File: src/hdl/wwm_pkg.sv
// Shared types and constants for the wrapped window mean block.
// Holds the job word passed from the front end through the queue to the back end.
// No dependencies.
package wwm_pkg;

    // Widths that cover the largest supported grid (4096 x 4096).
    localparam int ROW_MAX_W   = 12;
    localparam int COL_MAX_W   = 12;
    localparam int ADDR_MAX_W  = 24;
    localparam int ELEV_W      = 16;
    localparam int COUNT_W     = 16;
    localparam int QUEUE_DEPTH = 2;

    // Request kinds carried by the req_type field.
    typedef enum logic {
        REQ_LOAD  = 1'b0,
        REQ_QUERY = 1'b1
    } t_req;

    // One classified word: a cell load or a window query broken into row
    // range and up to two column segments per row.
    typedef struct packed {
        t_req                     kind;
        logic [ADDR_MAX_W-1:0]    base;
        logic [ROW_MAX_W-1:0]     row_lo;
        logic [ROW_MAX_W-1:0]     row_hi;
        logic                     rows_en;
        logic [COL_MAX_W-1:0]     s0_lo;
        logic [COL_MAX_W-1:0]     s0_hi;
        logic                     s0_en;
        logic [COL_MAX_W-1:0]     s1_lo;
        logic [COL_MAX_W-1:0]     s1_hi;
        logic                     s1_en;
        logic signed [ELEV_W-1:0] data;
    } t_job;

    // Back end sequencer states.
    typedef enum logic [2:0] {
        S_IDLE,
        S_WALK,
        S_DRAIN,
        S_PREP,
        S_DIV,
        S_OUT
    } t_state;

endpackage

File: src/hdl/wwm_queue.sv
// Short job queue between the front end and the back end.
// Each side stalls on its own; full and empty come straight from the fill count.
// Depends on wwm_pkg.
module wwm_queue
    import wwm_pkg::*;
(
    input  logic i_clk,
    input  logic i_rst_n,
    input  logic i_push,
    input  t_job i_job,
    input  logic i_pop,
    output t_job o_job,
    output logic o_vld,
    output logic o_full
);

    localparam int PW = $clog2(QUEUE_DEPTH);
    localparam int NW = $clog2(QUEUE_DEPTH + 1);

    t_job          r_mem [QUEUE_DEPTH];
    logic [PW-1:0] r_wr_ptr;
    logic [PW-1:0] r_rd_ptr;
    logic [NW-1:0] r_count;
    logic [NW-1:0] n_count;

    // Entry storage.
    always_ff @(posedge i_clk) begin
        if (i_push) begin
            r_mem[r_wr_ptr] <= i_job;
        end
    end

    // Fill count follows push and pop.
    always_comb begin
        n_count = r_count;
        if (i_push && !i_pop) begin
            n_count = r_count + NW'(1);
        end else if (i_pop && !i_push) begin
            n_count = r_count - NW'(1);
        end
    end

    always_ff @(posedge i_clk) begin
        if (!i_rst_n) begin
            r_wr_ptr <= '0;
            r_rd_ptr <= '0;
            r_count  <= '0;
        end else begin
            if (i_push) begin
                r_wr_ptr <= r_wr_ptr + PW'(1);
            end
            if (i_pop) begin
                r_rd_ptr <= r_rd_ptr + PW'(1);
            end
            r_count <= n_count;
        end
    end

    assign o_job  = r_mem[r_rd_ptr];
    assign o_vld  = (r_count != '0);
    assign o_full = (r_count == NW'(QUEUE_DEPTH));

    // A word is never written into a full queue.
    a_no_overflow: assert property (@(posedge i_clk) disable iff (!i_rst_n)
        i_push |-> r_count != NW'(QUEUE_DEPTH))
        else $error("queue written while full");

    // A word is never taken from an empty queue.
    a_no_underflow: assert property (@(posedge i_clk) disable iff (!i_rst_n)
        i_pop |-> r_count != '0)
        else $error("queue read while empty");

    // A push alone raises the fill count by one.
    a_push_count: assert property (@(posedge i_clk) disable iff (!i_rst_n)
        (i_push && !i_pop) |=> r_count == $past(r_count) + NW'(1))
        else $error("fill count did not follow a push");

endmodule

File: config.mk
export PLATFORM = sky130hd
export DESIGN_NAME = wwm_queue
export DESIGN_NICKNAME = d
export VERILOG_FILES = /design/src/hdl/wwm_pkg.sv /design/src/hdl/wwm_queue.sv
export SDC_FILE = /design/constraint.sdc
export NUM_CORES = 1
export LEC_CHECK = 0
export BUFFER_PORTS_ARGS = -buffer_cell sky130_fd_sc_hd__buf_2
export CAP_MARGIN = 20
export CORE_ASPECT_RATIO = 1.1
export CORE_UTILIZATION = 52
export CTS_CLUSTER_SIZE = 20
export DETAILED_ROUTE_END_ITERATION = 10
export GPL_ROUTABILITY_DRIVEN = 0
export PLACE_DENSITY_LB_ADDON = 0.05
export SYNTH_ARGS = -nofsm -noshare
export SYNTH_HDL_FRONTEND = slang
export SYNTH_SLANG_ARGS = --single-unit
File: constraint.sdc
create_clock -name i_clk -period 7.5 [get_ports i_clk]
set_input_delay 0.75 -clock i_clk [delete_from_list [all_inputs] [get_ports i_clk]]
set_output_delay 0.75 -clock i_clk [all_outputs]
set_load 0.02 [all_outputs]
* After elaboration in Yosys (flattened, before gate mapping)
Memories as Yosys holds them, arrays and structs flattened. A register that Yosys moved wholly into a read port is not among the register bits. Cells that the tools add are included.
Word-level totals: logic and storage cells 21, memory bits (read-only) 0, bits in writable memories 232, bits of input ports 120, latch bits 0, output and inout port bits 118, register bits after elaboration 4, memories 1
Memory list:
- r_mem | words 2, width 116, rd ports 1, clocked after memory_dff 1, wr ports 1, line wwm_queue.sv:20 | t_job r_mem [QUEUE_DEPTH];
Cells by class: shifts and indexed selects 0, eq/ne operators 1, muxes and demuxes 6, bitwise logic cells 0, div/mod/pow operators 0, magnitude comparators 0, $mul 0, reduce and logical (&&, ||, !) cells 6, add/subtract/negate cells 4
Operator list (number):
- 2-to-1 mux 1 bit | 4
- 2-to-1 mux 2 bit | 2
- nonzero test 2 bit | 2
- adder 1 bit, second input constant | 2
- adder 2 x 1 -> 2 bit, second input constant | 1
- equality test 2 bit, second input constant | 1
- logical AND 1 bit | 2
- logical NOT 1 bit | 2
- subtractor 2 x 1 -> 2 bit, second input constant | 1

* Depth between registers and ports, before layout
word-level depth 4, gate-level depth with buffers 5, mapped depth without buffers 5

* Worst setup path before layout
No wires, ideal clock.
path kind input-to-reg, from input i_push, to memory r_mem[0][0] (netlist bit) (enable), arrival 5817 ps, setup slack 1077 ps, path buffers 0, required time 6894 ps, setup time 606 ps, cell stages on the path 1, cell sequence nor2b_1
Between the ends: cells in the longest elaborated chain, start to end 2
RTL lines:
- start: declaration | line wwm_queue.sv:9 | input logic i_push,
- 2-to-1 mux 1 bit | line wwm_queue.sv:28 | if (i_push) begin
- 2-to-1 mux 1 bit (not written as such) | line wwm_queue.sv:29 | r_mem[r_wr_ptr] <= i_job;
- end: declaration | line wwm_queue.sv:20
No other way between the ends.

==> results.toml <==
[run]
cap_violations = 0

[drt]
drt-total-wl_um = 15900
post_drt_wl_per_cell_um = 18.5
route.antenna.remaining_nets = 0
first_iter_violations = 253
wl_met3_um = 1470
met1Wirelength_um = 6260
first_pass_iters = 8
drcViolationCount = 15
viasPerCell = 5.08
top_layer_used = "met5"
num_vias = 4372
wl_met2_um = 7920

[grt]
grt_overflow_total = 0
grt_use_total_pct = 18.4
antenna_found_initial = 3
grt_max_degree = 61
grt_pass1_wl_um = 24700
grt_pass1_vias = 4658

[timing]
fmaxAchievable_ghz = 0.273
fin_crit_sh_pct = 48.9
rsz0062_at_grt = "no"
final.setup.worst_slack_ns = 3.83
fin_skew_ns = 0.00731
fin_tns_setup_ns = 0
hold_viol_final = 0
period_needed_ns = 3.67
slew_headroom_pct = 31.7
slew_violations = 0
worst_pin_slew_ns = 1.02
setup_viol = 0

[cells_and_area]
finalNetCount = 758
syn_to_final_growth_pct = 25.1
final_util_pct = 66.9
stdcell_count = 861
drive_above_1_share_pct = 60.5

[cts]
clk_pin_slew_ns = 0.06
cts_max_path_buffers = 3
post_cts_buffers = 0
clock-sinks = 237
cts_resized = 0
htreeDepth = 1
cts_tree = "done"
root_buffer = "clkbuf_16"
clk_latency_ns = 0.50
ctsHoldBuffers = 0
cts_inserted_buffers = 24

[yosys]
ys_seq_area_share_pct = 80.8
syn_inst = 383
synth_cell_types = 18
ys_seq_elements = 237
syn_area_um2 = 8750
ys_warn_count = 0
syn_area_per_cell_um2 = 22.8
syn_nets = 504

[placed_design]
place_inst = 815
port_buffers = 237
dp_slack_ns = 4.14
hpwlAfterDp_um = 10500

[floorplan]
die-area_um2 = 17300
boundaryPins = 238
initial_utilization_pct = 53.4
fp.dieW_um = 126
core-area_um2 = 16400
fp-row-count = 49
die_h_um = 138

[setup_path]
rrSetupSlack_ns = 4.76
r2r_cells = 3
r2r_end = "r_mem[0][92]"
critPathKind = "flip-flop to output port"
startpoint_type = "flip-flop"
endpoint = "o_job[5]"
r2r_start = "r_wr_ptr"
critPathArrivalTime_ns = 2.92
crit_required_ns = 6.75
cp_max_fo = 60
critPathCaptureType = "output port"

[power]
p_leak_nw = 4.22
power_density_nw_per_um2 = 284
ir_drop_mv = 0.224

[run_status]
outcome = "finished, violations left"
violations = "DRC"

[hold_path]
holdCritPathClass = "input pin to flip-flop"
[cell families (layout without fill, tap and decap cells)]
family	Yosys count	after routing	share of synthesized area [%]
adder cells (fa/ha/maj)	1	1	0.143
buffers and inverters	14	286	1.22
AND/OR/NAND/NOR	9	9	0.658
multiplexers	116	116	16.7
other	0	2	0
AO/OA/AOI/OAI	3	3	0.229
XOR/XNOR	3	3	0.300
flip-flops	237	237	80.8
[synth_stat cells]
| cell | instances | area (µm²) |
|---|---|---|
| ha_1 | 1 | 12.5 |
| and2b_1 | 1 | 7.51 |
| and2_1 | 4 | 25.0 |
| edfxtp_1 | 232 | 6970 |
| dfxtp_1 | 5 | 100 |
| mux2_2 | 76 | 856 |
| or2_2 | 1 | 6.26 |
| xnor2_1 | 1 | 8.76 |
| xor2_1 | 2 | 17.5 |
| o21a_1 | 1 | 7.51 |
| a21boi_0 | 1 | 7.51 |
| inv_1 | 1 | 3.75 |
| buf_6 | 6 | 67.6 |
| or3_1 | 1 | 6.26 |
| o21ai_0 | 1 | 5.00 |
| nor2b_1 | 2 | 12.5 |
| mux2_4 | 40 | 601 |
| buf_2 | 7 | 35.0 |
[worst max-delay path: stages (launching register included)]
cell and delay [ns]:
dfxtp_4 0.86, buf_4 0.87, mux2_2 0.42, buf_2 0.16
[how the worst min path moves through the flow]
stage	cells past startpoint	from	end	slack, ns
6_report	1	i_job[2]	r_mem[1][2]	0.44
2_1_floorplan	2	r_count[1]	r_count[1]	0.47
3_5_place_dp	2	r_count[1]	r_count[1]	0.52
5_1_grt	1	i_job[2]	r_mem[1][2]	0.41
4_1_cts	1	i_job[2]	r_mem[0][2]	0.42
3_3_place_gp	2	r_count[1]	r_count[1]	0.49
[routing by layer]
layer,track usage [%],vias up
met5,0,-
met4,6.42,2
met3,5.92,21
met2,31.2,159
met1,22.1,2151
li1,-,2039
[sequential cells by signal, indices dropped and copies added (netlist names), named ones only]
signal,count
r_count,2
r_wr_ptr,1
r_mem,232
r_rd_ptr,1
[placed cells by master (no fill, tap or decap)]
cell type	n
and2b_1	1
or3_1	1
clkbuf_1	6
xor2_1	2
nor2b_4	1
mux2_2	76
ha_1	1
clkinv_2	4
or2_2	1
and2_1	3
clkinv_1	3
nor2b_1	1
xnor2_1	1
dfxtp_4	1
clkbuf_8	3
and2_4	1
a21boi_0	1
buf_4	4
dfxtp_1	4
o21a_1	1
bufinv_16	3
diode_2	2
inv_1	1
o21ai_0	1
buf_2	237
clkbuf_16	25
mux2_4	40
edfxtp_1	232
[report_power, final]
group / internal (W) / switching, W
logic: 0.000152 / 0.000195
registers: 0.00153 / 0.0000283
clock network: 0.000741 / 0.000456
[stage by stage]
stage	instance area [µm²]	total power [W]	hold WS, ns
after floorplan	8750	0.00182	0.469
after global placement	10100	0.00193	0.491
after detailed placement	10100	0.00194	0.518
after CTS	10900	0.00314	0.417
after global routing	10900	0.00321	0.415
final	10900	0.00310	0.438
[cell type report]
| class | count | area (µm²) |
|---|---|---|
| tap | 204 | 255 |
| fill | 1170 | 5430 |
| clock inverter | 10 | 121 |
| inverter | 1 | 3.75 |
| timing repair buffer | 241 | 1220 |
| sequential | 237 | 7070 |
| antenna | 2 | 5.00 |
| clock buffer | 34 | 689 |
| multi-input combinational | 132 | 1580 |
Power figures use the tool's default switching activity.
