==> config.mk <==
export PLATFORM = sky130hd
export DESIGN_NAME = wwm_front
export DESIGN_NICKNAME = d
export VERILOG_FILES = /design/src/hdl/wwm_pkg.sv /design/src/hdl/wwm_front.sv
export SDC_FILE = /design/constraint.sdc
export NUM_CORES = 1
export LEC_CHECK = 0
export BUFFER_PORTS_ARGS = -buffer_cell sky130_fd_sc_hd__buf_2
export CAP_MARGIN = 10
export CORE_AREA = 2 2 72 74
export DETAILED_ROUTE_END_ITERATION = 6
export DIE_AREA = 0 0 74 76
export GPL_TIMING_DRIVEN = 0
export PLACE_DENSITY = 0.86
export SLEW_MARGIN = 20
export SYNTH_ARGS = -nofsm -noshare
export SYNTH_HDL_FRONTEND = slang
export SYNTH_SLANG_ARGS = --single-unit
==> constraint.sdc <==
create_clock -name vclk -period 1.2
set_clock_uncertainty 0.1 [all_clocks]
set_input_delay 0.06 -clock vclk [all_inputs]
set_output_delay 0.06 -clock vclk [all_outputs]
set_load 0.005 [all_outputs]
==> src/hdl/wwm_pkg.sv <==
// Shared types and constants for the wrapped window mean block.
// Holds the job word passed from the front end through the queue to the back end.
// No dependencies.
package wwm_pkg;

    // Widths that cover the largest supported grid (4096 x 4096).
    localparam int ROW_MAX_W   = 12;
    localparam int COL_MAX_W   = 12;
    localparam int ADDR_MAX_W  = 24;
    localparam int ELEV_W      = 16;
    localparam int COUNT_W     = 16;
    localparam int QUEUE_DEPTH = 2;

    // Request kinds carried by the req_type field.
    typedef enum logic {
        REQ_LOAD  = 1'b0,
        REQ_QUERY = 1'b1
    } t_req;

    // One classified word: a cell load or a window query broken into row
    // range and up to two column segments per row.
    typedef struct packed {
        t_req                     kind;
        logic [ADDR_MAX_W-1:0]    base;
        logic [ROW_MAX_W-1:0]     row_lo;
        logic [ROW_MAX_W-1:0]     row_hi;
        logic                     rows_en;
        logic [COL_MAX_W-1:0]     s0_lo;
        logic [COL_MAX_W-1:0]     s0_hi;
        logic                     s0_en;
        logic [COL_MAX_W-1:0]     s1_lo;
        logic [COL_MAX_W-1:0]     s1_hi;
        logic                     s1_en;
        logic signed [ELEV_W-1:0] data;
    } t_job;

    // Back end sequencer states.
    typedef enum logic [2:0] {
        S_IDLE,
        S_WALK,
        S_DRAIN,
        S_PREP,
        S_DIV,
        S_OUT
    } t_state;

endpackage

==> src/hdl/wwm_front.sv <==
// Front end: classifies each input word into a load or a query job.
// Computes grid addresses, the clamped row range and the wrapped column segments.
// Depends on wwm_pkg.
module wwm_front
    import wwm_pkg::*;
#(
    parameter int GRID_ROWS = 128,
    parameter int GRID_COLS = 256
) (
    input  logic              i_valid,
    input  logic              i_full,
    input  logic              i_req_type,
    input  logic [6:0]        i_cell_row,
    input  logic [7:0]        i_cell_col,
    input  logic signed [15:0] i_cell_elevation,
    input  logic [6:0]        i_lat_bottom,
    input  logic [6:0]        i_lat_top,
    input  logic signed [8:0] i_lon_left,
    input  logic [8:0]        i_lon_right,
    output logic              o_push,
    output t_job              o_job
);

    localparam int CW = $clog2(GRID_COLS);
    localparam int EW = ((CW > 9) ? CW : 9) + 2;
    localparam int RX = ROW_MAX_W + 1;
    localparam int CX = COL_MAX_W + 1;

    logic signed [EW-1:0] lft;
    logic signed [EW-1:0] rgt;
    logic signed [EW-1:0] c_last;
    logic signed [EW-1:0] c_num;
    logic signed [EW-1:0] wrap_lo;
    logic signed [EW-1:0] wrap_hi;
    logic signed [EW-1:0] s0_lo;
    logic signed [EW-1:0] s0_hi;
    logic signed [EW-1:0] s1_lo;
    logic signed [EW-1:0] s1_hi;
    logic                 s0_en;
    logic                 s1_en;
    logic [RX-1:0]        bot;
    logic [RX-1:0]        top;
    logic [RX-1:0]        row_last;
    logic [RX-1:0]        row_hi;
    logic                 load_ok;
    logic [6:0]           addr_row;
    logic                 is_query;

    assign lft      = EW'(i_lon_left);
    assign rgt      = EW'(i_lon_right);
    assign c_last   = EW'(GRID_COLS - 1);
    assign c_num    = EW'(GRID_COLS);
    assign wrap_lo  = c_num + lft;
    assign wrap_hi  = rgt - c_num;
    assign is_query = (t_req'(i_req_type) == REQ_QUERY);

    // Column segments of one row, following the wrap rules of the span.
    always_comb begin
        s0_lo = '0;
        s0_hi = '0;
        s1_lo = '0;
        s1_hi = '0;
        s0_en = 1'b0;
        s1_en = 1'b0;
        priority if (lft < 0 && rgt > c_last) begin
            // Both ends run out: the whole row.
            s0_hi = c_last;
            s0_en = 1'b1;
        end else if (lft < 0) begin
            // Start wraps to the end of the row.
            s0_hi = rgt;
            s0_en = 1'b1;
            s1_lo = (wrap_lo < 0) ? '0 : wrap_lo;
            s1_hi = c_last;
            s1_en = 1'b1;
        end else if (rgt > c_last) begin
            // End wraps to the start of the row.
            s0_lo = lft;
            s0_hi = c_last;
            s0_en = (lft <= c_last);
            s1_hi = (wrap_hi > c_last) ? c_last : wrap_hi;
            s1_en = 1'b1;
        end else begin
            s0_lo = lft;
            s0_hi = rgt;
            s0_en = (lft <= rgt);
        end
    end

    // Row range, clamped to the grid.
    assign bot      = RX'(i_lat_bottom);
    assign top      = RX'(i_lat_top);
    assign row_last = RX'(GRID_ROWS - 1);
    assign row_hi   = (top > row_last) ? row_last : top;

    // Loads outside the grid are accepted and dropped.
    assign load_ok = (RX'(i_cell_row) <= row_last) && (CX'(i_cell_col) <= CX'(GRID_COLS - 1));

    // One address multiply serves both the load cell and the first query row.
    assign addr_row = is_query ? i_lat_bottom : i_cell_row;

    always_comb begin
        o_job.kind    = t_req'(i_req_type);
        o_job.base    = ADDR_MAX_W'(addr_row) * ADDR_MAX_W'(GRID_COLS)
                        + ADDR_MAX_W'(i_cell_col & {8{!is_query}});
        o_job.row_lo  = ROW_MAX_W'(i_lat_bottom);
        o_job.row_hi  = ROW_MAX_W'(row_hi);
        o_job.rows_en = (bot <= top) && (bot <= row_last);
        o_job.s0_lo   = COL_MAX_W'(s0_lo);
        o_job.s0_hi   = COL_MAX_W'(s0_hi);
        o_job.s0_en   = s0_en;
        o_job.s1_lo   = COL_MAX_W'(s1_lo);
        o_job.s1_hi   = COL_MAX_W'(s1_hi);
        o_job.s1_en   = s1_en;
        o_job.data    = i_cell_elevation;
    end

    assign o_push = i_valid && !i_full && (is_query || load_ok);

endmodule

Word level (Yosys, flattened, before mapping)

Index checks and enable logic that the tools add are counted.

Flip-flop bits (word level): 0
Bits of input ports: 66
Output and inout bits: 117
Logic and storage cells: 41

$add $sub $neg: 3
$lt $le $gt $ge: 10
Muxes and demuxes: 20
Bitwise operators: 1
Reductions and logical operators: 7

Operator list:

| operator              | count |
|---|---|
| $mux 11               | 9 |
| $mux 9                | 3 |
| $add 15x8->16         | 1 |
| $le 7x7->1 const B    | 2 |
| $mux 7                | 2 |
| $add 10x9->11 const A | 1 |
| $lt 11x1->1 const B   | 1 |
| $gt 10x9->1 const B   | 1 |
| $le 9x10->1           | 1 |
| $sub 9x9->10 const B  | 1 |
| $gt 9x8->1 const B    | 1 |
| $le 9x9->1 const B    | 1 |
| $lt 9x1->1 const B    | 1 |
| $and 8x8->8           | 1 |
| $gt 7x7->1 const B    | 1 |
| $le 7x7->1            | 1 |
| $mux 1                | 6 |
| $logic_and 1x1->1     | 4 |
| $logic_not 1->1       | 2 |
| $logic_or 1x1->1      | 1 |

Longest topological paths before layout

Gate-level depths: netlist of run 1.

Word-level depth: 6
Depth in mapped cells: 7
Depth with buffers taken out: 6

Worst setup path before layout of run 1

Ideal clock, no wire load.

Path type: input port to output port
From: input port i_lon_right[6]
To: output port o_job[41] in the netlist's numbering
Arrival time: 1.023 ns
Required time: 1.040 ns
Path slack: 0.017 ns
Cell stages on the path: 7
Path buffers: 1
Cells stage by stage: inv_1 -> ha_1 -> a21o_1 -> a21oi_1 -> o311ai_0 -> a21oi_1 -> buf_4

Cells in the longest elaborated chain, start to end: 4
Elaborated cells between the ends (all ways): 6
Classes of those cells: order compare: 2; mux: 3; reduce/logical: 1

Ends and longest elaborated chain:

| element                                          | RTL line                                          | source |
|---|---|---|
| start, declared                                  | wwm_front.sv:19                                   | `input logic [8:0] i_lon_right,` |
| $le 9x10->1 / $gt 9x8->1 (equally long branches) | wwm_front.sv:86, wwm_front.sv:65, wwm_front.sv:76 |  |
| $mux 1                                           | wwm_front.sv:76                                   | `end else if (rgt > c_last) begin` |
| $mux 1                                           | wwm_front.sv:69                                   | `end else if (lft < 0) begin` |
| $mux 1 (*)                                       | wwm_front.sv:65                                   | `priority if (lft < 0 && rgt > c_last) begin` |
| end, declared                                    | wwm_front.sv:21                                   | `output t_job o_job` |

Mark *: on every way between the ends. The rest lies on a longest branch, timed or not.

Final worst setup path of run 1

From: input port i_lon_right[4]
To: output port o_job[41] in the netlist's numbering

The elaborated chain is that of the path after synthesis.

==> results of run 1 <==
==> cell type report <==
type | instances | area (sq um)
inverter | 17 | 66.3
fill | 453 | 2380
timing repair buffer | 135 | 746
buffer | 74 | 537
tap | 70 | 87.6
multi-input combinational | 140 | 1100
==> stage by stage <==
stage          utilization [%]  worst slack, ns
2_1_floorplan                -           0.0172
3_3_place_gp              46.3           -0.300
3_5_place_dp              46.3           -0.344
4_1_cts                   50.9          -0.0875
5_1_grt                   51.6           -0.178
6_report                  51.6           -0.129
==> synth_stat cells, types with 3 or more instances <==
library cell / n / area share [%]
sky130_fd_sc_hd__a21o_1: 11 / 5.9
sky130_fd_sc_hd__nand3_1: 4 / 1.4
sky130_fd_sc_hd__a21oi_1: 6 / 2.1
sky130_fd_sc_hd__ha_1: 17 / 15
sky130_fd_sc_hd__and2_1: 9 / 4.0
sky130_fd_sc_hd__clkbuf_1: 9 / 2.4
sky130_fd_sc_hd__mux2_1: 7 / 5.6
sky130_fd_sc_hd__nand4_1: 3 / 1.3
sky130_fd_sc_hd__o21bai_1: 8 / 4.3
sky130_fd_sc_hd__nor2_1: 11 / 2.9
sky130_fd_sc_hd__nor2b_1: 17 / 7.6
sky130_fd_sc_hd__buf_2: 3 / 1.1
sky130_fd_sc_hd__buf_4: 61 / 33
sky130_fd_sc_hd__inv_1: 16 / 4.3
==> repair_timing <==
| action | in CTS | in global routing |
|---|---|---|
| resized for setup | 44 | 6 |
| setup endpoints to repair | 19 | 11 |
| buffers inserted | 2 | 1 |
| endpoints found under the hold margin | 0 | 0 |
| pin swaps | 19 | 8 |
==> worst paths after layout <==
check	start	to
setup / recovery	i_lon_right[4]	o_job[41]
hold / removal	i_cell_elevation[14]	o_job[14]
==> placed cells by master (no fill, tap or decap) <==
master / Yosys / layout
sky130_fd_sc_hd__o311ai_2: 0 / 1
sky130_fd_sc_hd__buf_8: 0 / 2
sky130_fd_sc_hd__nand4_1: 3 / 3
sky130_fd_sc_hd__clkbuf_8: 0 / 1
sky130_fd_sc_hd__and2b_1: 1 / 1
sky130_fd_sc_hd__nor3_4: 0 / 1
sky130_fd_sc_hd__inv_1: 16 / 10
sky130_fd_sc_hd__nand2_2: 0 / 1
sky130_fd_sc_hd__ha_4: 0 / 9
sky130_fd_sc_hd__nor2_1: 11 / 11
sky130_fd_sc_hd__nand3_1: 4 / 2
sky130_fd_sc_hd__a21oi_2: 0 / 2
sky130_fd_sc_hd__nand3_2: 0 / 1
sky130_fd_sc_hd__nor4b_4: 1 / 1
sky130_fd_sc_hd__mux2_1: 7 / 7
sky130_fd_sc_hd__a21oi_1: 6 / 4
sky130_fd_sc_hd__nor2_2: 2 / 2
sky130_fd_sc_hd__a21o_1: 11 / 11
sky130_fd_sc_hd__nor2b_1: 17 / 17
sky130_fd_sc_hd__and2_1: 9 / 9
sky130_fd_sc_hd__buf_6: 2 / 9
sky130_fd_sc_hd__buf_4: 61 / 64
sky130_fd_sc_hd__nor4_2: 0 / 1
sky130_fd_sc_hd__nand3_4: 0 / 1
sky130_fd_sc_hd__buf_2: 3 / 125
sky130_fd_sc_hd__o21bai_1: 8 / 8
sky130_fd_sc_hd__clkbuf_2: 0 / 1
sky130_fd_sc_hd__ha_1: 17 / 8
sky130_fd_sc_hd__o21ai_1: 1 / 1
sky130_fd_sc_hd__conb_1: 1 / 34
sky130_fd_sc_hd__clkbuf_1: 9 / 7
sky130_fd_sc_hd__o21a_1: 2 / 2
sky130_fd_sc_hd__nand2b_1: 1 / 1
sky130_fd_sc_hd__inv_2: 1 / 6
sky130_fd_sc_hd__inv_4: 0 / 1
sky130_fd_sc_hd__nor3_1: 2 / 1
==> routing by layer <==
metal	vias to the layer above	GRT usage [%]
met2	106	33.5
met3	2	1.06
met1	747	13.7
li1	881	-
met5	-	0
met4	0	0.727
==> cells by family after synthesis <==
family / count (synthesis) / synth area share (%)
fa+ha+maj: 17 / 15.2
buf+inv: 92 / 42.3
simple gates: 53 / 22.3
compound gates: 29 / 14.4
mux: 7 / 5.62
other cells: 1 / 0.267
==> power breakdown <==
group	total, uW	internal [uW]	switching, uW
Combinational	882	505	377
Sequential	0	0	0
Clock	0	0	0
==> impl_summary.log, run 1 <==
INFO  metric synth_warn = 0
INFO  metric drc_viols = 0
INFO  metric io_buffers = 132
INFO  metric pin_count_of_the_biggest_net_entering_global_routing = 11
INFO  metric grt_setup_unrepaired = yes
INFO  metric initial_antenna_violation_count = 0
INFO  metric crit_chain = buf_2 -> inv_2 -> ha_4 -> a21oi_1 -> a21o_1 -> o311ai_2 -> a21oi_1 -> buf_2
INFO  metric final_max_slew_viol_count = 0
INFO  metric setup_ws = -0.129 ns
INFO  metric timing.critical_path.fanout_max = 3
INFO  metric drt-wirelength-per-cell = 11.0 microns
INFO  metric grt_first_pass_wirelength = 6910 microns
INFO  metric hold_class = in2out
INFO  metric failing_checks = negative setup slack
INFO  metric hold_violations = 0
INFO  metric gp_congestion = 0.725
INFO  metric start_kind = input pin
INFO  metric start_util = 28.6%
INFO  metric finalCritPeriodShare = 111%
INFO  metric grt_pass1_vias = 1541
INFO  metric antenna_violating_nets_post_route = 0
INFO  metric outcome = finished, violations left
INFO  metric holdPathStages = 2
INFO  metric ioPinCount = 183
INFO  metric globalRoute.totalOverflow = 0
INFO  metric globalRouteTotalUtil = 14.8%
INFO  metric n_sequential_cell = 0
INFO  metric final-setup-viol-count = 4
INFO  metric die_h = 76 microns
INFO  metric cp.depth = 8
INFO  metric placement.cell_area = 2270 sq um
INFO  metric layout.clock_buffers = 0
INFO  metric fin_nets = 451
INFO  metric areaGrowthSynthToFinish = 80.7%
INFO  metric fraction_of_layout_instances_using_a_drive_strength_above_1 = 62.6%
INFO  metric vdd_drop_max = 0.188 mV
INFO  metric number_of_standard_cell_rows_in_the_floorplan = 26
INFO  metric avgViaCountPerCell = 3.98
INFO  metric fin_setup_tns = -0.175 ns
INFO  metric route.vias.total = 1736
INFO  metric sequential_cell_area_fraction_in_the_yosys_report = 0%
INFO  metric register_area = 0 sq um
INFO  metric top_layer_used = met4
INFO  metric cts-hold-fix-buffers = 0
INFO  metric dp_hpwl = 4060 microns
INFO  metric synth.avg_cell_area = 7.05 sq um
INFO  metric coreArea = 4910 sq um
INFO  metric met3_length = 465 microns
INFO  metric cp_slowest_cell = sky130_fd_sc_hd__ha_4
INFO  metric netlist-cell-type-count = 27
INFO  metric worst_ep_required_time = 1.04 ns
INFO  metric syn_area = 1400 sq um
INFO  metric drt_iter0_markers = 20
INFO  metric worst-path-buf-inv = 3
INFO  metric maxClockFrequency = 0.752 GHz
INFO  metric holdWs = 0.185 ns
INFO  metric power_density = 348 nW/um^2
INFO  metric critical_path_class = in2out
INFO  metric final-instance-count-excl-fill = 436
INFO  metric design_area = 2530 sq um
INFO  metric synthCells = 199
INFO  metric fin_total_pwr = 882 uW
INFO  metric critical-path-max-stage-delay = 0.21 ns
INFO  metric dr_wl_met2 = 2730 microns
INFO  metric met1_length = 1590 microns
INFO  metric die_area = 5620 sq um
INFO  metric route.final.wire_length = 4810 microns
INFO  metric die_width = 74 microns
INFO  metric numPlacedInstances = 434
INFO  metric power.static_leakage = 0.00153 uW
INFO  metric maxCapViolCount = 0
INFO  metric finalWorstPathRequiredPeriod = 1.33 ns
INFO  metric antenna-diode-count = 0
INFO  metric drt_pre_antenna_iters = 4
INFO  metric cpLargestDelayFamily = compound AO/OA/AOI/OAI gates
INFO  metric critPathArrivalTime = 1.17 ns
INFO  metric timing.critical_path.to_type = primary output
Power figures use the tool's default switching activity.
==> run 2: changes to the inputs <==
--- a/config.mk
+++ b/config.mk
@@ -7,11 +7,13 @@
 export LEC_CHECK = 0
 export BUFFER_PORTS_ARGS = -buffer_cell sky130_fd_sc_hd__buf_2
 export CAP_MARGIN = 10
-export CORE_AREA = 2 2 72 74
+export CELL_PAD_IN_SITES_DETAIL_PLACEMENT = 0
+export CELL_PAD_IN_SITES_GLOBAL_PLACEMENT = 1
+export CORE_AREA = 2 2 84 102
 export DETAILED_ROUTE_END_ITERATION = 6
-export DIE_AREA = 0 0 74 76
+export DIE_AREA = 0 0 86 104
 export GPL_TIMING_DRIVEN = 0
-export PLACE_DENSITY = 0.86
+export PLACE_DENSITY = 0.87
 export SLEW_MARGIN = 20
 export SYNTH_ARGS = -nofsm -noshare
 export SYNTH_HDL_FRONTEND = slang
==> run 2 against run 1 <==
  * The flow still finishes with violations (negative setup slack)
  * Sequential share of layout area unchanged
  * Worst hold slack gained 0.00077 ns
  * Via count increased by 0.98%
  * Count of clock-buffer cells in the layout did not move
  * Routed wire length increased by 2.4%
  * Core utilization decreased by 19 points
  * Critical path depth fell by 1
  * Critical path type unchanged
==> impl_summary.log, run 2 (synthesis results as in run 1) <==
INFO  metric initial_antenna_violation_count = 0 (unchanged)
INFO  metric worst_ep_required_time = 1.04 ns (about the same)
INFO  metric antenna_violating_nets_post_route = 0 (unchanged)
INFO  metric hold_violations = 0 (unchanged)
INFO  metric worst-path-buf-inv = 4 (+1)
INFO  metric ioPinCount = 183 (unchanged)
INFO  metric drt_iter0_markers = 11 (-45%)
INFO  metric core_util_final = 32.6% (-19 points)
INFO  metric fin_nets = 451 (unchanged)
INFO  metric maxClockFrequency = 0.749 GHz (-0.41%)
INFO  metric coreArea = 7970 sq um (+62%)
INFO  metric route.final.wire_length = 4920 microns (+2.4%)
INFO  metric vdd_drop_max = 0.134 mV (-29%)
INFO  metric design_area = 2600 sq um (+2.4%)
INFO  metric power.share.combinational = 100.0% (about the same)
INFO  metric areaGrowthSynthToFinish = 85.1%
INFO  metric timing.critical_path.to_type = primary output
INFO  metric worstSetupStartpoint = i_lon_right[8]
INFO  metric route.vias.total = 1753 (+0.98%)
INFO  metric layout.clock_buffers = 0 (unchanged)
INFO  metric crit_chain = buf_2 -> clkbuf_1 -> ha_4 -> clkbuf_8 -> nor4_4 -> a21oi_2 -> buf_2
INFO  metric grt_setup_unrepaired = yes
INFO  metric maxCapViolCount = 0 (unchanged)
INFO  metric cellInternalPower = 512 uW (+1.4%)
INFO  metric critical_path_class = in2out
INFO  metric final_max_slew_viol_count = 0 (unchanged)
INFO  metric p_sw_share = 42.4% (-0.34 points)
INFO  metric outcome = finished, violations left
INFO  metric die_h = 104 microns (+37%)
INFO  metric drt-wirelength-per-cell = 10.7 microns (-3.2%)
INFO  metric cpLargestDelayFamily = buffers and inverters
INFO  metric top_library_cells_by_usage_in_the_layout_fill_and_taps_aside = 123 x sky130_fd_sc_hd__buf_2, 64 x sky130_fd_sc_hd__buf_4, 34 x sky130_fd_sc_hd__conb_1, 17 x sky130_fd_sc_hd__nor2b_1
INFO  metric drt_pre_antenna_iters = 2 (-2)
INFO  metric start_util = 17.6% (-11 points)
INFO  metric grt_first_pass_wirelength = 6840 microns (-1.0%)
INFO  metric power_switching = 377 uW (about the same)
INFO  metric grt_pass1_vias = 1575 (+2.2%)
INFO  metric critPathArrivalTime = 1.17 ns (about the same)
INFO  metric power_frac_seq = 0% (unchanged)
INFO  metric cp_slowest_cell = sky130_fd_sc_hd__nor4_4
INFO  metric crit_top_cell = sky130_fd_sc_hd__buf_2
INFO  metric final-instance-count-excl-fill = 461 (+5.7%)
INFO  metric register_area = 0 sq um (unchanged)
INFO  metric whs_endpoint = o_job[8]
INFO  metric die_area = 8940 sq um (+59%)
INFO  metric avgViaCountPerCell = 3.80 (-4.5%)
INFO  metric power.static_leakage = 0.00154 uW (+0.56%)
INFO  metric timing.critical_path.fanout_max = 10 (+7)
INFO  metric dp_hpwl = 4270 microns (+5.1%)
INFO  metric fraction_of_layout_instances_using_a_drive_strength_above_1 = 62.3% (-0.27 points)
INFO  metric hold_class = in2out
INFO  metric clock_power_share = 0% (unchanged)
INFO  metric dp_slack = -0.380 ns (-0.0365 ns)
INFO  metric layout.cells.most_common = sky130_fd_sc_hd__buf_2
INFO  metric finalWorstPathRequiredPeriod = 1.33 ns (+0.00544 ns)
INFO  metric antenna-diode-count = 0 (unchanged)
INFO  metric globalRoute.totalOverflow = 0 (unchanged)
INFO  metric pin_count_of_the_biggest_net_entering_global_routing = 11 (unchanged)
INFO  metric power_density = 342 nW/um^2 (-1.6%)
INFO  metric number_of_standard_cell_rows_in_the_floorplan = 36 (+38%)
INFO  metric placement.cell_area = 2310 sq um (+1.4%)
INFO  metric critical-path-max-stage-delay = 0.29 ns (+0.08 ns)
INFO  metric numPlacedInstances = 459 (+5.8%)
INFO  metric globalRouteTotalUtil = 9.12% (-5.7 points)
INFO  metric setup_ws = -0.135 ns (-0.00545 ns)
INFO  metric n_sequential_cell = 0 (unchanged)
INFO  metric finalCritPeriodShare = 111% (+0.45 points)
INFO  metric drc_viols = 0 (unchanged)
INFO  metric start_kind = input pin
INFO  metric final-setup-viol-count = 2 (-2)
INFO  metric failing_checks = negative setup slack
INFO  metric gp_congestion = 0.699 (-3.7%)
INFO  metric hold_path.startpoint = i_cell_elevation[8]
INFO  metric die_width = 86 microns (+16%)
INFO  metric holdPathStages = 2 (unchanged)
INFO  metric cts-hold-fix-buffers = 0 (unchanged)
INFO  metric io_buffers = 132 (unchanged)
## run 2: worst max-delay path by stage
stage,slack (ns),end,cells after the start
6_report,-0.13,o_job[41],7
3_3_place_gp,-0.32,o_job[41],8
3_5_place_dp,-0.38,o_job[41],8
2_1_floorplan,0.02,o_job[41],7
5_1_grt,-0.22,o_job[41],8
4_1_cts,-0.12,o_job[41],8
## run 2: power by group through the flow
stage,combinational [uW],sequential (uW),clock (uW)
final,889,0,0
after CTS,857,0,0
after detailed placement,766,0,0
after global routing,980,0,0
after floorplan,444,0,0
after global placement,759,0,0
## run 2: metal layers
metal / share of wire, % / GRT usage [%] / wire length (microns)
met2: 55 / 21.2 / 2700
met3: 12 / 0.873 / 615
met1: 32 / 7.99 / 1600
met4: 0.20 / 0.567 / 10
met5: 0 / 0 / 0
## run 2: what timing repair did
action	4_1_cts	5_1_grt
pin swaps	14	2
resized for setup	47	11
gates cloned	0	0
endpoints found under the setup margin	19	11
setup buffers	3	0
## run 2: layout make-up
cell class | instances | area, sq um
tap | 95 | 119
fill | 841 | 5380
timing repair buffer | 135 | 766
buffer | 74 | 536
inverter | 17 | 68.8
multi-input combinational | 140 | 1110
## run 2: through the flow
stage / hold slack, ns / total power [uW] / TNS, ns
floorplan: 0.0502 / 444 / 0
global placement: 0.187 / 759 / -1.68
detailed placement: 0.186 / 766 / -2.09
CTS: 0.187 / 857 / -0.165
global route: 0.190 / 980 / -0.333
finish: 0.186 / 889 / -0.151
==> run 3: changes to the inputs <==
--- a/config.mk
+++ b/config.mk
@@ -9,12 +9,11 @@
 export CAP_MARGIN = 10
 export CELL_PAD_IN_SITES_DETAIL_PLACEMENT = 0
 export CELL_PAD_IN_SITES_GLOBAL_PLACEMENT = 1
-export CORE_AREA = 2 2 84 102
+export CORE_AREA = 2 2 70 122
 export DETAILED_ROUTE_END_ITERATION = 6
-export DIE_AREA = 0 0 86 104
+export DIE_AREA = 0 0 72 124
 export GPL_TIMING_DRIVEN = 0
 export PLACE_DENSITY = 0.87
-export SLEW_MARGIN = 20
 export SYNTH_ARGS = -nofsm -noshare
 export SYNTH_HDL_FRONTEND = slang
 export SYNTH_SLANG_ARGS = --single-unit
==> run 3 against run 2 <==
  * The run still ends with negative setup slack left
  * Routed wire length is 30% higher
  * Sequential cell count stayed put
  * Core utilization is 0.67 points higher
  * Combinational power is 4.3% higher
  * Global-route usage is 4.2 points higher
  * Design area is 1.3% higher
  * Sequential share of layout area stayed put
  * First-iteration DRC count is 18% higher
  * Non-clock buffer count is 1 higher
  * Cell count is 0.65% lower
  * Worst hold slack hardly changed
  * Via count is 2.6% higher
  * Largest power group unchanged
  * Highest routed layer is now met5
==> impl_summary.log, run 3 (synthesis results as in run 1) <==
INFO  metric cts-hold-fix-buffers = 0 (unchanged)
INFO  metric number_of_standard_cell_rows_in_the_floorplan = 43 (+19%)
INFO  metric start_util = 17.7% (+0.14 points)
INFO  metric top_library_cells_by_usage_in_the_layout_fill_and_taps_aside = 122 x sky130_fd_sc_hd__buf_2, 66 x sky130_fd_sc_hd__buf_4, 34 x sky130_fd_sc_hd__conb_1, 17 x sky130_fd_sc_hd__nor2b_1, 12 x sky130_fd_sc_hd__buf_6
INFO  metric areaGrowthSynthToFinish = 87.4%
INFO  metric design_area = 2630 sq um (+1.3%)
INFO  metric crit_top_cell = sky130_fd_sc_hd__buf_2
INFO  metric grt_pass1_vias = 1728 (+9.7%)
INFO  metric final.fill_count = 818 (-2.7%)
INFO  metric maxCapViolCount = 0 (unchanged)
INFO  metric clock_power_share = 0% (unchanged)
INFO  metric placement.cell_area = 2300 sq um (-0.27%)
INFO  metric crit_chain = buf_2 -> buf_2 -> ha_4 -> clkbuf_16 -> nor4_4 -> a21oi_1 -> buf_2
INFO  metric timing.critical_path.fanout_max = 5 (-5)
INFO  metric fin_nets = 452 (+0.22%)
INFO  metric route.final.wire_length = 6390 microns (+30%)
INFO  metric die_width = 72 microns (-16%)
INFO  metric n_sequential_cell = 0 (unchanged)
INFO  metric die_h = 124 microns (+19%)
INFO  metric grt_util_met2 = 26.4% (+5.2 points)
INFO  metric maxClockFrequency = 0.786 GHz (+4.9%)
INFO  metric coreArea = 7910 sq um (-0.80%)
INFO  metric drt_iter0_markers = 13 (+2)
INFO  metric cp-endpoint = o_job[41]
INFO  metric globalRoute.busiestLayer = met2
INFO  metric power.static_leakage = 0.00155 uW (+0.43%)
INFO  metric vdd_drop_max = 0.164 mV (+22%)
INFO  metric hold_violations = 0 (unchanged)
INFO  metric grt_setup_unrepaired = yes
INFO  metric power_density = 353 nW/um^2 (+3.0%)
INFO  metric final_max_slew_viol_count = 0 (unchanged)
INFO  metric outcome = finished, violations left
INFO  metric critical_path_class = in2out
INFO  metric holdWs = 0.186 ns (-0.000222 ns)
INFO  metric fraction_of_layout_instances_using_a_drive_strength_above_1 = 63.5% (+1.2 points)
INFO  metric layout.clock_buffers = 0 (unchanged)
INFO  metric worst-path-buf-inv = 4 (unchanged)
INFO  metric fin_total_pwr = 927 uW (+4.3%)
INFO  metric layout.cells.most_common = sky130_fd_sc_hd__buf_2
INFO  metric drt_pre_antenna_iters = 4 (+2)
INFO  metric cp.depth = 7 (unchanged)
INFO  metric dp_hpwl = 5660 microns (+33%)
INFO  metric grt.met3_usage = 7.52% (+6.7 points)
INFO  metric grt_use_met1 = 11.6% (+3.6 points)
INFO  metric initial_antenna_violation_count = 2 (+2)
INFO  metric final-instance-count-excl-fill = 458 (-0.65%)
INFO  metric gp_congestion = 0.758 (+8.4%)
INFO  metric register_area = 0 sq um (unchanged)
INFO  metric hold_class = in2out
INFO  metric critical-path-max-stage-delay = 0.24 ns (-0.05 ns)
INFO  metric pin_count_of_the_biggest_net_entering_global_routing = 11 (unchanged)
INFO  metric finalCritPeriodShare = 106% (-5.2 points)
INFO  metric route.vias.total = 1798 (+2.6%)
INFO  metric cp_slowest_cell = sky130_fd_sc_hd__nor4_4
INFO  metric antenna_violating_nets_post_route = 0 (unchanged)
INFO  metric drc_viols = 0 (unchanged)
INFO  metric power.share.combinational = 100.0% (about the same)
INFO  metric die_area = 8930 sq um (-0.18%)
INFO  metric numPlacedInstances = 454 (-1.1%)
INFO  metric drt-wirelength-per-cell = 14.0 microns (+31%)
INFO  metric p_sw_share = 43.5% (+1.1 points)
INFO  metric cellInternalPower = 524 uW (+2.3%)
INFO  metric power_switching = 404 uW (+7.1%)
INFO  metric start_kind = input pin
INFO  metric failing_checks = negative setup slack
INFO  metric globalRoute.totalOverflow = 0 (unchanged)
INFO  metric globalRouteTotalUtil = 13.3% (+4.2 points)
INFO  metric worstSetupStartpoint = i_lon_right[8]
INFO  metric power_frac_seq = 0% (unchanged)
INFO  metric cpLargestDelayFamily = buffers and inverters
INFO  metric worst_ep_required_time = 1.04 ns (about the same)
INFO  metric critPathArrivalTime = 1.11 ns (-0.06 ns)
INFO  metric avgViaCountPerCell = 3.93 (+3.2%)
INFO  metric setup_ws = -0.0720 ns (+0.0629 ns)
INFO  metric final-setup-viol-count = 3 (+1)
INFO  metric dp_slack = -0.379 ns (+0.00186 ns)
INFO  metric finalWorstPathRequiredPeriod = 1.27 ns (-0.0629 ns)
INFO  metric grt_first_pass_wirelength = 8830 microns (+29%)
INFO  metric timing.critical_path.to_type = primary output
INFO  metric ioPinCount = 183 (unchanged)
INFO  metric io_buffers = 132 (unchanged)
## run 3: cell count changes in the layout (fill, tap and decap cells not counted), sizes merged
cell    before  now
clkbuf       9    8
buf        200  202
diode        0    1
## run 3: power by group through the flow
| stage | sequential, uW | combinational [uW] | clock [uW] |
|---|---|---|---|
| after global routing | 0 | 1030 | 0.000111 |
| after global placement | 0 | 786 | 0 |
| final | 0 | 927 | 0.000111 |
| after detailed placement | 0 | 795 | 0 |
| after CTS | 0 | 936 | 0 |
| after floorplan | 0 | 444 | 0 |
## run 3: final cells by class
class	count	area, sq um	area share [%]
Tap cell	90	113	4.28
Timing Repair Buffer	136	771	29.3
Multi-Input combinational cell	140	1120	42.8
Inverter	17	66.3	2.52
Antenna cell	1	2.50	0.0952
Buffer	74	552	21.0
## run 3: worst min-delay path by stage
stage | startpoint | endpoint | cells past startpoint
floorplan | i_full | o_push | 1
global placement | i_req_type | o_job[115] | 2
detailed placement | i_cell_elevation[7] | o_job[7] | 2
CTS | i_cell_elevation[7] | o_job[7] | 2
global route | i_cell_elevation[7] | o_job[7] | 2
finish | i_cell_elevation[7] | o_job[7] | 2
## run 3: per-layer routing
metal | wire, microns | up-vias | share of wire [%]
met5 | 16 | - | 0.25
li1 | - | 881 | -
met3 | 1240 | 7 | 19
met4 | 108 | 2 | 1.7
met2 | 3030 | 172 | 47
met1 | 2000 | 736 | 31
## run 3: stage by stage
stage,utilization (%),TNS [ns]
5_1_grt,33.2,-0.479
3_5_place_dp,29.1,-2.63
6_report,33.2,-0.105
2_1_floorplan,-,0
4_1_cts,33.1,-0.556
3_3_place_gp,29.1,-2.21
## run 3: timing repair
item / 4_1_cts / 5_1_grt
gates cloned: 0 / 0
hold endpoints to repair: 0 / 0
buffers inserted: 4 / 0
endpoints found under the setup margin: 27 / 17
resized for setup: 61 / 3
pin swaps: 16 / 2
